<file path="src/rtl/sci_pkg.sv">
`timescale 1ns / 1ps
`default_nettype none

package sci_pkg;

   localparam int DEPTH  = 64;
   localparam int ADDR_W = $clog2(DEPTH);
   localparam int CNT_W  = $clog2(DEPTH + 1);
   localparam int COST_W = 32;
   localparam int TAG_W  = 16;
   localparam int OP_W   = 2;
   localparam int CAP_W  = 7;
   localparam int RANK_W = 6;
   localparam int POS_W  = 7;
   localparam int CMP_W  = CNT_W + RANK_W;

   typedef enum logic [OP_W-1:0] {
      OP_INSERT = 2'd0,
      OP_READ   = 2'd1,
      OP_CLEAR  = 2'd2,
      OP_NOP    = 2'd3
   } op_type;

   typedef enum logic [2:0] {
      ST_IDLE,
      ST_SCAN_RD,
      ST_SCAN_CMP,
      ST_READ_WAIT,
      ST_RESP
   } state_type;

   typedef struct packed {
      logic [COST_W-1:0] cost;
      logic [TAG_W-1:0]  tag;
   } entry_type;

   typedef struct packed {
      logic start;
      logic scan_rd;
      logic shift;
      logic place;
      logic read_cap;
      logic load_rsp;
   } cmd_type;

   typedef struct packed {
      logic t_zero;
      logic entry_ge;
      logic rsp_free;
   } status_type;

   // clamp capacity register to 1..DEPTH
   function automatic logic [CNT_W-1:0] eff_cap(input logic [CAP_W-1:0] value);
      logic [CNT_W-1:0] res;
      if (value == '0) begin
         res = CNT_W'(1);
      end else if (int'(value) > DEPTH) begin
         res = CNT_W'(DEPTH);
      end else begin
         res = CNT_W'(value);
      end
      return res;
   endfunction

endpackage

`default_nettype wire

</file>
<file path="src/rtl/sci_ctrl.sv">
`timescale 1ns / 1ps
`default_nettype none

module sci_ctrl
   import sci_pkg::*;
(
   input  wire logic       clock,
   input  wire logic       reset,
   input  wire logic       req_valid,
   input  wire op_type     req_op,
   input  wire logic       csr_valid,
   input  wire status_type status,
   output logic            req_ready,
   output logic            csr_ready,
   output cmd_type         cmd
);

   state_type state_ff, state_in;

   always_ff @(posedge clock) begin
      if (reset) begin
         state_ff <= ST_IDLE;
      end else begin
         state_ff <= state_in;
      end
   end

   always_comb begin
      state_in = state_ff;
      unique case (state_ff)
         ST_IDLE: begin
            if (req_valid && !csr_valid) begin
               unique case (req_op)
                  OP_INSERT: state_in = ST_SCAN_RD;
                  OP_READ:   state_in = ST_READ_WAIT;
                  default:   state_in = ST_RESP;
               endcase
            end
         end
         ST_SCAN_RD: begin
            state_in = status.t_zero ? ST_RESP : ST_SCAN_CMP;
         end
         ST_SCAN_CMP: begin
            state_in = status.entry_ge ? ST_SCAN_RD : ST_RESP;
         end
         ST_READ_WAIT: begin
            state_in = ST_RESP;
         end
         ST_RESP: begin
            if (status.rsp_free) begin
               state_in = ST_IDLE;
            end
         end
         default: state_in = ST_IDLE;
      endcase
   end

   always_comb begin
      req_ready = 1'b0;
      csr_ready = 1'b0;
      cmd       = '0;
      unique case (state_ff)
         ST_IDLE: begin
            req_ready = !csr_valid;
            csr_ready = 1'b1;
            cmd.start = req_valid && !csr_valid;
         end
         ST_SCAN_RD: begin
            cmd.scan_rd = !status.t_zero;
            cmd.place   = status.t_zero;
         end
         ST_SCAN_CMP: begin
            cmd.shift = status.entry_ge;
            cmd.place = !status.entry_ge;
         end
         ST_READ_WAIT: begin
            cmd.read_cap = 1'b1;
         end
         ST_RESP: begin
            cmd.load_rsp = status.rsp_free;
         end
         default: begin
            cmd = '0;
         end
      endcase
   end

   ast_one_cmd: assert property (@(posedge clock) disable iff (reset)
      $onehot0({cmd.start, cmd.scan_rd, cmd.shift, cmd.place, cmd.read_cap, cmd.load_rsp}))
      else $error("more than one datapath command");

   ast_no_dual_accept: assert property (@(posedge clock) disable iff (reset)
      !(req_valid && req_ready && csr_valid && csr_ready))
      else $error("request and csr write in the same cycle");

   ast_place_ends: assert property (@(posedge clock) disable iff (reset)
      cmd.place |=> state_ff == ST_RESP)
      else $error("placement not followed by response");

endmodule

`default_nettype wire

</file>
<file path="src/rtl/sci_datapath.sv">
`timescale 1ns / 1ps
`default_nettype none

module sci_datapath
   import sci_pkg::*;
(
   input  wire logic                clock,
   input  wire logic                reset,
   input  wire cmd_type             cmd,
   input  wire op_type              req_op,
   input  wire logic [COST_W-1:0]   req_cost,
   input  wire logic [TAG_W-1:0]    req_tag,
   input  wire logic [RANK_W-1:0]   req_rank,
   input  wire logic                csr_we,
   input  wire logic [CAP_W-1:0]    csr_capacity,
   input  wire logic                rsp_ready,
   output status_type               status,
   output logic                     rsp_valid,
   output logic [POS_W-1:0]         rsp_position,
   output logic                     rsp_dropped,
   output logic [TAG_W-1:0]         rsp_dropped_tag,
   output logic [COST_W-1:0]        rsp_read_cost,
   output logic [TAG_W-1:0]         rsp_read_tag,
   output logic                     rsp_read_valid,
   output logic [POS_W-1:0]         rsp_fill
);

   entry_type mem [DEPTH];
   entry_type rdata_ff;

   logic [CNT_W-1:0]  cap_ff;
   logic [CNT_W-1:0]  fill_ff;
   logic [CNT_W-1:0]  t_ff;
   logic [COST_W-1:0] cost_ff;
   logic [TAG_W-1:0]  tag_ff;
   logic [RANK_W-1:0] rank_ff;

   logic [POS_W-1:0]  res_pos_ff;
   logic              res_dropped_ff;
   logic [TAG_W-1:0]  res_dtag_ff;
   logic [COST_W-1:0] res_rcost_ff;
   logic [TAG_W-1:0]  res_rtag_ff;
   logic              res_rvalid_ff;

   logic              rsp_valid_ff;
   logic [POS_W-1:0]  rsp_pos_ff;
   logic              rsp_dropped_ff;
   logic [TAG_W-1:0]  rsp_dtag_ff;
   logic [COST_W-1:0] rsp_rcost_ff;
   logic [TAG_W-1:0]  rsp_rtag_ff;
   logic              rsp_rvalid_ff;
   logic [POS_W-1:0]  rsp_fill_ff;

   logic              rd_en;
   logic [ADDR_W-1:0] rd_addr;
   logic              wr_en;
   entry_type         wr_data;
   logic              t_at_cap;
   logic              rank_ok;
   logic [CNT_W-1:0]  new_cap;

   always_comb begin
      t_at_cap = (t_ff == cap_ff);
      rank_ok  = CMP_W'(rank_ff) < CMP_W'(fill_ff);
      new_cap  = eff_cap(csr_capacity);
      rd_en    = cmd.scan_rd || (cmd.start && req_op == OP_READ);
      rd_addr  = cmd.start ? ADDR_W'(req_rank) : ADDR_W'(t_ff - CNT_W'(1));
      wr_en    = (cmd.shift || cmd.place) && !t_at_cap;
      wr_data  = cmd.shift ? rdata_ff : entry_type'({cost_ff, tag_ff});
      status.t_zero   = (t_ff == '0);
      status.entry_ge = (rdata_ff.cost >= cost_ff);
      status.rsp_free = !rsp_valid_ff || rsp_ready;
   end

   always_ff @(posedge clock) begin
      if (wr_en) begin
         mem[ADDR_W'(t_ff)] <= wr_data;
      end
      if (rd_en) begin
         rdata_ff <= mem[rd_addr];
      end
   end

   always_ff @(posedge clock) begin
      if (reset) begin
         cap_ff       <= eff_cap(CAP_W'(DEPTH));
         fill_ff      <= '0;
         rsp_valid_ff <= 1'b0;
      end else begin
         if (csr_we) begin
            cap_ff <= new_cap;
            if (fill_ff > new_cap) begin
               fill_ff <= new_cap;
            end
         end else if (cmd.start && req_op == OP_CLEAR) begin
            fill_ff <= '0;
         end else if (cmd.place && fill_ff < cap_ff) begin
            fill_ff <= fill_ff + CNT_W'(1);
         end
         if (cmd.load_rsp) begin
            rsp_valid_ff <= 1'b1;
         end else if (rsp_ready) begin
            rsp_valid_ff <= 1'b0;
         end
      end
   end

   always_ff @(posedge clock) begin
      if (cmd.start) begin
         cost_ff        <= req_cost;
         tag_ff         <= req_tag;
         rank_ff        <= req_rank;
         t_ff           <= fill_ff;
         res_pos_ff     <= '0;
         res_dropped_ff <= 1'b0;
         res_dtag_ff    <= '0;
         res_rcost_ff   <= '0;
         res_rtag_ff    <= '0;
         res_rvalid_ff  <= 1'b0;
      end
      if (cmd.shift) begin
         t_ff <= t_ff - CNT_W'(1);
         if (t_at_cap) begin
            res_dropped_ff <= 1'b1;
            res_dtag_ff    <= rdata_ff.tag;
         end
      end
      if (cmd.place) begin
         res_pos_ff <= POS_W'(t_ff);
         if (t_at_cap) begin
            res_dropped_ff <= 1'b1;
            res_dtag_ff    <= tag_ff;
         end
      end
      if (cmd.read_cap && rank_ok) begin
         res_rvalid_ff <= 1'b1;
         res_rcost_ff  <= rdata_ff.cost;
         res_rtag_ff   <= rdata_ff.tag;
      end
      if (cmd.load_rsp) begin
         rsp_pos_ff     <= res_pos_ff;
         rsp_dropped_ff <= res_dropped_ff;
         rsp_dtag_ff    <= res_dtag_ff;
         rsp_rcost_ff   <= res_rcost_ff;
         rsp_rtag_ff    <= res_rtag_ff;
         rsp_rvalid_ff  <= res_rvalid_ff;
         rsp_fill_ff    <= POS_W'(fill_ff);
      end
   end

   assign rsp_valid       = rsp_valid_ff;
   assign rsp_position    = rsp_pos_ff;
   assign rsp_dropped     = rsp_dropped_ff;
   assign rsp_dropped_tag = rsp_dtag_ff;
   assign rsp_read_cost   = rsp_rcost_ff;
   assign rsp_read_tag    = rsp_rtag_ff;
   assign rsp_read_valid  = rsp_rvalid_ff;
   assign rsp_fill        = rsp_fill_ff;

   ast_fill_cap: assert property (@(posedge clock) disable iff (reset)
      fill_ff <= cap_ff)
      else $error("fill count above capacity");

   ast_cap_range: assert property (@(posedge clock) disable iff (reset)
      cap_ff != '0 && int'(cap_ff) <= DEPTH)
      else $error("effective capacity out of range");

   ast_shift_step: assert property (@(posedge clock) disable iff (reset)
      cmd.shift |=> t_ff == $past(t_ff) - CNT_W'(1))
      else $error("scan index did not step down");

endmodule

`default_nettype wire

</file>
<file path="src/rtl/sorted_cost_insert_table_top.sv">
// Insert: a backward scan from the fill count reads one entry at a time and moves it up
//   while its cost is not below the new cost, then places the new entry in the gap.
// Read: registered memory read. Clear and no-op go straight to the response.
// One request in flight; the next is taken once the response is registered.
// Synchronous reset empties the table and sets capacity to 64; no clearing pass.
`timescale 1ns / 1ps
`default_nettype none

module sorted_cost_insert_table_top
   import sci_pkg::*;
(
   input  wire logic                clock,
   input  wire logic                reset,
   input  wire logic                req_valid,
   output logic                     req_ready,
   input  wire logic [OP_W-1:0]     req_op,
   input  wire logic [COST_W-1:0]   req_cost,
   input  wire logic [TAG_W-1:0]    req_tag,
   input  wire logic [RANK_W-1:0]   req_rank,
   output logic                     rsp_valid,
   input  wire logic                rsp_ready,
   output logic [POS_W-1:0]         rsp_position,
   output logic                     rsp_dropped,
   output logic [TAG_W-1:0]         rsp_dropped_tag,
   output logic [COST_W-1:0]        rsp_read_cost,
   output logic [TAG_W-1:0]         rsp_read_tag,
   output logic                     rsp_read_valid,
   output logic [POS_W-1:0]         rsp_fill,
   input  wire logic                csr_valid,
   output logic                     csr_ready,
   input  wire logic [CAP_W-1:0]    csr_capacity
);

   cmd_type    cmd;
   status_type status;
   op_type     op;

   assign op = op_type'(req_op);

   sci_ctrl u_ctrl (
      .clock     (clock),
      .reset     (reset),
      .req_valid (req_valid),
      .req_op    (op),
      .csr_valid (csr_valid),
      .status    (status),
      .req_ready (req_ready),
      .csr_ready (csr_ready),
      .cmd       (cmd)
   );

   sci_datapath u_datapath (
      .clock           (clock),
      .reset           (reset),
      .cmd             (cmd),
      .req_op          (op),
      .req_cost        (req_cost),
      .req_tag         (req_tag),
      .req_rank        (req_rank),
      .csr_we          (csr_valid && csr_ready),
      .csr_capacity    (csr_capacity),
      .rsp_ready       (rsp_ready),
      .status          (status),
      .rsp_valid       (rsp_valid),
      .rsp_position    (rsp_position),
      .rsp_dropped     (rsp_dropped),
      .rsp_dropped_tag (rsp_dropped_tag),
      .rsp_read_cost   (rsp_read_cost),
      .rsp_read_tag    (rsp_read_tag),
      .rsp_read_valid  (rsp_read_valid),
      .rsp_fill        (rsp_fill)
   );

endmodule

`default_nettype wire

</file>
<file path="config.mk">
export PLATFORM = sky130hd
export DESIGN_NAME = sorted_cost_insert_table_top
export DESIGN_NICKNAME = d
export VERILOG_FILES = /design/src/rtl/sci_pkg.sv /design/src/rtl/sci_ctrl.sv /design/src/rtl/sci_datapath.sv /design/src/rtl/sorted_cost_insert_table_top.sv
export SDC_FILE = /design/constraint.sdc
export NUM_CORES = 2
export LEC_CHECK = 0
export BUFFER_PORTS_ARGS = -buffer_cell sky130_fd_sc_hd__clkbuf_2
export CAP_MARGIN = 10
export CORE_MARGIN = 3
export CORE_UTILIZATION = 35
export DETAILED_ROUTE_END_ITERATION = 8
export PLACE_DENSITY = 0.51
export SLEW_MARGIN = 20
export SYNTH_ARGS = -nofsm -noshare
export SYNTH_HDL_FRONTEND = slang
export SYNTH_SLANG_ARGS = --single-unit
</file>
<file path="constraint.sdc">
create_clock -name clock -period 6.7 [get_ports clock]
set_clock_uncertainty 0.05 [all_clocks]
set_input_delay 1.675 -clock clock [delete_from_list [all_inputs] [get_ports clock]]
set_output_delay 1.675 -clock clock [all_outputs]
set_load 0.05 [all_outputs]
</file>
==> results.ini <==
[worst_setup_path]
rr_endpoint = u_datapath.mem[50][43]
r2r_cells = 10
r2r_start = u_datapath.rdata_ff[30]
cp-startpoint = u_datapath.rdata_ff[30]
reg2reg_setup_slack_ns = 1.38
critPathArrivalTime_ns = 5.94
path_max_fanout = 40
crit_path_end_kind = register
critPathRequiredTime_ns = 7.33
worst-setup-path-type = reg2reg
crit_chain = ha_1 > nand4_1 > nor3_1 > a2111oi_0 > a211oi_1 > buf_4 > o21ai_4 > buf_4 > mux2_2 > buf_4
slowest_stage = edfxtp_1
cpMostUsedCell = buf_4
cp_slowest_stage_delay_ns = 0.84
critPathLaunchType = register

[placed_design]
post-place-ws_ns = 0.976
place.gp.congestion = 0.839
dpl-instance-area_um2 = 141000
placed_cells = 14600
dp_hpwl_mm = 259
port-buffer-count = 150

[final_layout]
nFillCells = 34500
area_growth_pct = 15.3
finalNonFillerCells = 15200
design_area_um2 = 152000
drive_gt1_share_pct = 11.4
multi_input_area_um2 = 29300
seq_area_um2 = 100000
nets = 10100

[clocking]
cts_tree = done
cts_root_buf = clkbuf_16
path_clk_slew_ns = 0.06
htreeDepth = 5
cts_hold_buf = 0
cts_buffers = 351
insertion_delay_ns = 0.96
post_cts_buffers = 0
clock_sinks = 3352
post_cts_resized = 0
clk_path_buf_depth = 4

[die]
start_util_pct = 35.3
dieArea_um2 = 384000
fp-row-count = 224
fp.dieW_um = 620
die_y_um = 620
core-area_um2 = 374000
io_pins = 151

[synth]
ys_ff_latch = 3352
synth.largest_area_cell = edfxtp_1
synth_top_cells_by_count = edfxtp_1, nand2_1, nand3_1, a21oi_1, a31oi_1
synth_edf_count = 3316
synthTopCellsByArea = edfxtp_1, nand2_1, nand3_1, a21oi_1, a31oi_1
synthCells = 9702
synth_async_sr_flop_share_pct = 0
synthDistinctLibCells = 65
yosysWarnings = 0
syn_area_um2 = 132000
synth_top_area_share_pct = 75.5
synth-seq-area-share_pct = 76.0
avgSynthCellArea_um2 = 13.6
syn_nets = 9822
synthFlopType = edfxtp_1
yosysMostFrequentCell = edfxtp_1

[drt]
vias = 86600
routedWlPerCell_um = 30.9
final_antenna_net_count = 0
viasPerCell = 5.69
first_iter_violations = 12200
first_pass_iters = 6
wl_mm = 470
drc = 0

[global_route]
grt.total_usage_pct = 23.7
grt-ovfl-total = 0
grt_max_degree = 180
grt_pass1_vias = 81000
grt_pass1_wl_mm = 647
antenna_found_initial = 17

[power_and_ir_drop]
p_sw_w = 0.0130
comb_power_share_pct = 12.9
intPower_w = 0.0360
peakVddDrop_v = 0.000226
sequentialPowerShare_pct = 47.9
clkPwrFrac_pct = 39.2
p_leak_nw = 51.3
switching_share_pct = 26.6
p_total_w = 0.0491
powerDensity_nw_per_um2 = 323

[sta]
tightestPinTransition_ns = 1.21
relSlewSlack_pct = 19.2
fmax_mhz = 188
finalMaxSlewViolations = 0
setup_viol = 0
setup_ws_ns = 1.38
setup_tns_ns = 0
rsz0062_at_grt = false
finalHoldViolCount = 0
period_share_pct = 79.4
period_minus_slack_ns = 5.32

[worst_hold_path]
hold_path_class = reg2reg
min_from = u_datapath.res_pos_ff[4]
hold_path_end = u_datapath.rsp_position[4]
min_path_cells = 0

[job]
drv_cap = 0

[outcome]
status = complete, no violations

## flip-flops by register name, indices dropped and copies added (netlist names), 16 cells and up
signal / count
u_datapath.res_rtag_ff: 16
u_datapath.rsp_dropped_tag: 16
u_datapath.rsp_read_cost: 32
u_datapath.tag_ff: 16
u_datapath.rsp_read_tag: 16
u_datapath.rdata_ff: 48
u_datapath.cost_ff: 32
u_datapath.res_dtag_ff: 16
u_datapath.res_rcost_ff: 32
u_datapath.mem: 3072
## metal layers
| metal | GRT usage [%] | routed length, um |
|---|---|---|
| met5 | 0 | 13 |
| met4 | 9.27 | 20400 |
| met3 | 3.64 | 40600 |
| met2 | 37.1 | 215000 |
| met1 | 33.3 | 194000 |
## power groups by stage
| stage | sequential (W) | clock (W) | combinational (W) |
|---|---|---|---|
| floorplan | 0.0239 | 0 | 0.00370 |
| global placement | 0.0240 | 0 | 0.00621 |
| detailed placement | 0.0240 | 0 | 0.00625 |
| CTS | 0.0235 | 0.0195 | 0.00627 |
| global route | 0.0235 | 0.0203 | 0.00677 |
| finish | 0.0235 | 0.0192 | 0.00634 |
## cells in the final DEF, fill, tap and decap left out, types with 52 or more instances in the layout
master,count
mux2i_1,132
a21oi_1,584
nand3_1,867
ha_1,52
clkbuf_1,68
clkbuf_2,150
buf_4,287
nor2_1,54
buf_12,97
nand2_1,2673
and2_1,64
clkinv_2,60
clkbuf_16,358
inv_1,57
a22oi_1,261
clkinv_1,87
edfxtp_1,3316
a31oi_1,402
nor2_4,70
a32oi_1,68
## worst max-delay path, delay by kind of cell, from the launching register on
family                   cells  cell delay [ns]
AND/OR/NAND/NOR              2             0.22
multiplexers                 1             0.83
adder cells (fa/ha/maj)      1             0.38
flip-flops                   1             0.84
AO/OA/AOI/OAI                3             1.04
buffers and inverters        3             1.54
## stage by stage
stage / util (%) / hold slack [ns]
after global routing: 40.7 / 0.375
after detailed placement: 37.7 / 0.355
after global placement: 37.6 / 0.354
final: 40.7 / 0.368
after CTS: 40.6 / 0.367
after floorplan: - / 0.350
## worst max path at each step
stage                                   to  slack, ns  cells past startpoint
floorplan           u_datapath.rsp_dropped       1.05                      2
global placement    u_datapath.rdata_ff[8]       0.96                     11
detailed placement  u_datapath.rdata_ff[8]       0.98                     11
CTS                 u_datapath.mem[12][43]       1.52                     10
global route        u_datapath.mem[23][43]       1.29                     11
finish              u_datapath.mem[50][43]       1.38                     10
## logic make-up after synthesis
logic type | Yosys count | synth area share (%)
simple gates | 3916 | 12.5
flops | 3352 | 76.0
mux | 181 | 1.42
compound gates | 1501 | 7.13
fa+ha+maj | 52 | 0.493
buf+inv | 690 | 2.35
xor+xnor | 10 | 0.0664
## layout make-up
type                    count  area share [%]
multi-input cells        5660            19.2
repair buffers            536            3.21
diodes                      7          0.0115
flip-flops and latches   3352            66.0
inverters                  60           0.156
clock inverters           203            1.23
clock buffers             431            6.10
well taps                4972            4.09
Power figures use the tool's default switching activity.
